===== src/rtl/oef_pkg.sv =====
// Shared types, register indexes and arithmetic helpers for the one euro filter.
package oef_pkg;

  localparam logic [31:0] INV_2PI_Q32 = 32'd683565276;
  localparam logic [31:0] ALPHA_ONE   = 32'h8000_0000;

  localparam int unsigned IDX_W = 3;
  localparam logic [IDX_W-1:0] REG_CHANNEL_COUNT = 3'd0;
  localparam logic [IDX_W-1:0] REG_UPDATE_RATE   = 3'd1;
  localparam logic [IDX_W-1:0] REG_MIN_CUTOFF    = 3'd2;
  localparam logic [IDX_W-1:0] REG_CUTOFF_SLOPE  = 3'd3;
  localparam logic [IDX_W-1:0] REG_DERIV_CUTOFF  = 3'd4;

  typedef struct packed {
    logic [31:0] update_rate;
    logic [31:0] min_cutoff;
    logic [31:0] cutoff_slope;
    logic [31:0] deriv_cutoff;
  } cfg_t;

  typedef struct packed {
    logic start;
    logic active;
    logic clear;
  } lane_ctrl_t;

  function automatic logic [32:0] mag33(input logic signed [32:0] v);
    return v[32] ? 33'(-v) : 33'(v);
  endfunction

  // prev + sign(d) * floor(|d| * alpha / 2^31)
  function automatic logic signed [31:0] blend(input logic signed [31:0] prev,
                                               input logic signed [32:0] d,
                                               input logic [31:0]        alpha);
    logic [32:0]        mag;
    logic [64:0]        prod;
    logic [33:0]        step;
    logic signed [33:0] base;
    logic signed [33:0] r;
    mag  = mag33(d);
    prod = 65'(mag) * 65'(alpha);
    step = prod[64:31];
    base = $signed({{2{prev[31]}}, prev});
    r    = d[32] ? (base - $signed(step)) : (base + $signed(step));
    return r[31:0];
  endfunction

endpackage


===== src/rtl/oef_merge.sv =====
// Output stage: collect lane results, zero inactive channels, hold until taken.
module oef_merge #(
  parameter int LANES = 3
) (
  input  logic               clk,
  input  logic               rst,
  input  logic               lanes_done,
  input  logic signed [31:0] res [LANES],
  input  logic [2:0]         act,
  input  logic               out_ready,
  output logic               out_valid,
  output logic signed [31:0] filtered_x,
  output logic signed [31:0] filtered_y,
  output logic signed [31:0] filtered_z,
  output logic               loaded
);
  import oef_pkg::*;

  logic               pend;
  logic signed [31:0] vals [3];

  for (genvar i = 0; i < 3; i++) begin : g_ch
    if (i < LANES) begin : g_on
      assign vals[i] = act[i] ? res[i] : 32'sd0;
    end else begin : g_off
      assign vals[i] = 32'sd0;
    end
  end

  assign loaded = pend && (!out_valid || out_ready);

  always_ff @(posedge clk) begin
    if (rst) begin
      pend      <= 1'b0;
      out_valid <= 1'b0;
    end else begin
      if (lanes_done) begin
        pend <= 1'b1;
      end
      if (loaded) begin
        pend       <= 1'b0;
        out_valid  <= 1'b1;
        filtered_x <= vals[0];
        filtered_y <= vals[1];
        filtered_z <= vals[2];
      end else if (out_ready) begin
        out_valid <= 1'b0;
      end
    end
  end

endmodule


===== config.mk =====
export PLATFORM = sky130hd
export DESIGN_NAME = oef_merge
export DESIGN_NICKNAME = d
export VERILOG_FILES = /design/src/rtl/oef_pkg.sv /design/src/rtl/oef_merge.sv
export SDC_FILE = /design/constraint.sdc
export NUM_CORES = 1
export LEC_CHECK = 0
export BUFFER_PORTS_ARGS = -buffer_cell sky130_fd_sc_hd__buf_2
export CAP_MARGIN = 20
export CORE_MARGIN = 2
export CORE_UTILIZATION = 47
export CTS_CLUSTER_DIAMETER = 40
export DETAILED_ROUTE_END_ITERATION = 12
export PLACE_DENSITY_LB_ADDON = 0.1
export SKIP_LAST_GASP = 1
export SLEW_MARGIN = 30
export SYNTH_ARGS = -nofsm -noshare
export SYNTH_HDL_FRONTEND = slang
export SYNTH_SLANG_ARGS = --single-unit

===== constraint.sdc =====
create_clock -name clk -period 26.8 [get_ports clk]
set_input_delay 8.04 -clock clk [delete_from_list [all_inputs] [get_ports clk]]
set_output_delay 8.04 -clock clk [all_outputs]
set_load 0.02 [all_outputs]

==> results.sh <==
export IMPL_netlist_area_um2=3610
export IMPL_drive_above_1_share=0.520
export IMPL_cp_endpoint="loaded"
export IMPL_drt_iter0_drc=82
export IMPL_numPortBuffers=200
export IMPL_row_count=31
export IMPL_cts_resized=0
export IMPL_start_util=0.493
export IMPL_final_cell_count_no_fill=518
export IMPL_synth_nets=313
export IMPL_worstPathArrival_ps=8670
export IMPL_fin_hold_ws_ps=561
export IMPL_period_minus_slack_ps=16710
export IMPL_power_density_nw_per_um2=60.8
export IMPL_clock_latency_ps=340
export IMPL_synth_seq_area_share=0.809
export IMPL_area_growth_pct=36.2
export IMPL_hold_buffers=0
export IMPL_synthDistinctLibCells=11
export IMPL_rsz0062_at_grt="no"
export IMPL_cts_sinks=98
export IMPL_r2r_start="pend"
export IMPL_synth_seq_cells=98
export IMPL_gr_total_overflow=0
export IMPL_via_per_inst=4.46
export IMPL_r2r_end="filtered_y[29]"
export IMPL_worst_pin_slew_ps=704
export IMPL_finClkSkew_ps=4.66
export IMPL_p_int_uw=237
export IMPL_critPathCaptureType="output pin"
export IMPL_root_buffer="clkbuf_8"
export IMPL_cts_buffers=9
export IMPL_setup_viol=0
export IMPL_cp_start_kind="primary input"
export IMPL_dieArea_um2=8410
export IMPL_post_place_cells=502
export IMPL_first_global_vias=2269
export IMPL_fin_setup_tns_ps=0
export IMPL_post_route_util=0.672
export IMPL_status="finished, final reports clean"
export IMPL_cp_required_ps=18760
export IMPL_drt_pass1_iterations=4
export IMPL_leakage_uw=0.00209
export IMPL_sw_frac_of_total=0.207
export IMPL_postRouteAntennaNets=0
export IMPL_clk_pin_slew_ps=80
export IMPL_postCtsSetupBuffers=0
export IMPL_htree_levels=3
export IMPL_ff2ff_setup_slack_ps=24660
export IMPL_crit_start="out_ready"
export IMPL_die_w_um=91.7
export IMPL_min_path_type="reg -> reg"
export IMPL_ios=201
export IMPL_crit_type="in -> out"
export IMPL_cts_tree="yes"
export IMPL_p_sw_uw=61.9
export IMPL_multi_input_area_um2=648
export IMPL_grt_pass1_wl_mm=11.3
export IMPL_track_usage=0.177
export IMPL_p_seq_frac=0.583
export IMPL_drc=0
export IMPL_die_h_um=91.7
export IMPL_diodes=0
export IMPL_routedWlPerCell_um=14.7
export IMPL_period_share=0.623
export IMPL_max_freq_ghz=0.0599
export IMPL_vdd_drop_max_mv=0.0338
export IMPL_drt_total_wl_mm=7.59
export IMPL_drv_cap=0
export IMPL_path_max_fanout=4
export IMPL_finalMaxSlewViolations=0
export IMPL_post_dp_hpwl_mm=5.66
export IMPL_p_clk_frac=0.330
export IMPL_avgSynthCellArea_um2=17.2
export IMPL_fin_nets=517
export IMPL_hold_violations=0
export IMPL_relSlewSlack=0.530
export IMPL_antenna_found_initial=0
export IMPL_seqCellArea_um2=2920
export IMPL_gp_congestion=0.744
export IMPL_syn_instance_count=210
export IMPL_core_area_um2=7330
export IMPL_grt_max_degree=59
export IMPL_pwr_share_comb=0.087
export IMPL_rr_worst_depth=4
export IMPL_max_clock_path_buffers=2
export IMPL_yosysWarnings=0
export IMPL_fill_cells=600
export IMPL_vias=2311
state kept, by name, summed over array words and instances (netlist names):
| name | flops |
|---|---|
| filtered_x | 32 |
| filtered_y | 32 |
| filtered_z | 32 |
| out_valid | 1 |
| pend | 1 |
power groups by stage:
stage          clock network (uW)  logic [uW]  registers (uW)
4_1_cts                       101        26.4             175
6_report                     98.7        26.0             175
3_3_place_gp                    0        25.8             178
5_1_grt                       106        28.6             175
3_5_place_dp                    0        26.3             178
2_1_floorplan                   0        8.11             185
Yosys cell counts:
cell type,number,share of area
and2_1,96,0.17
buf_2,9,0.012
edfxtp_1,96,0.80
dfxtp_1,2,0.011
a21oi_1,1,0.0014
inv_1,1,0.0010
or3b_1,1,0.0024
and2_2,1,0.0021
nand2b_1,1,0.0017
o31ai_1,1,0.0021
nor3b_1,1,0.0021
cells by family (layout without fill, tap and decap cells):
kind of cell | after synthesis | count (layout) | share of synthesized area
flops | 98 | 98 | 0.809
buf+inv | 10 | 219 | 0.0135
simple gates | 100 | 100 | 0.174
compound gates | 2 | 2 | 0.00346
per-layer routing:
layer	share of wire	wire length [um]	global-route usage
met1	0.38	2870	0.205
met2	0.50	3780	0.298
met3	0.10	782	0.0616
met4	0.021	157	0.0784
met5	0	0	0
per-stage QoR:
stage | total power (uW) | setup slack [ps] | cell area [um^2]
global placement | 204 | 10130 | 4710
CTS | 302 | 10090 | 4920
floorplan | 193 | 10330 | 3610
global route | 310 | 10050 | 4920
detailed placement | 204 | 10090 | 4710
finish | 299 | 10090 | 4920
critical path: stages:
cell	delay (ps)
buf_2	90
nand2b_1	180
and2_2	200
buf_2	150
cell usage in the layout (no fill, tap or decap):
cell type	synthesis	final
bufinv_16	0	2
or3b_1	1	1
and2_2	1	1
clkbuf_8	0	9
o31ai_1	1	1
nor3b_2	0	1
buf_4	0	2
clkinv_2	0	2
a21oi_1	1	1
edfxtp_1	96	96
inv_1	1	1
dfxtp_1	2	2
clkbuf_1	0	1
clkinv_1	0	1
nand2b_1	1	1
and2_1	96	96
clkinvlp_4	0	1
buf_2	9	200
area by class of cell:
type                            instances  area share
Sequential cell                        98       0.594
Inverter                                1    0.000762
Tap cell                               99      0.0252
Clock buffer                           10      0.0259
Multi-Input combinational cell        102       0.132
Clock inverter                          6      0.0165
Timing Repair Buffer                  202       0.206
worst min-delay path by stage:
| stage | startpoint | to | cells past startpoint |
|---|---|---|---|
| after CTS | pend | out_valid | 2 |
| after global routing | pend | out_valid | 2 |
| after detailed placement | pend | out_valid | 2 |
| final | pend | out_valid | 2 |
| after global placement | pend | out_valid | 2 |
| after floorplan | pend | out_valid | 2 |
Note: power is estimated with default switching activity, not from simulation.
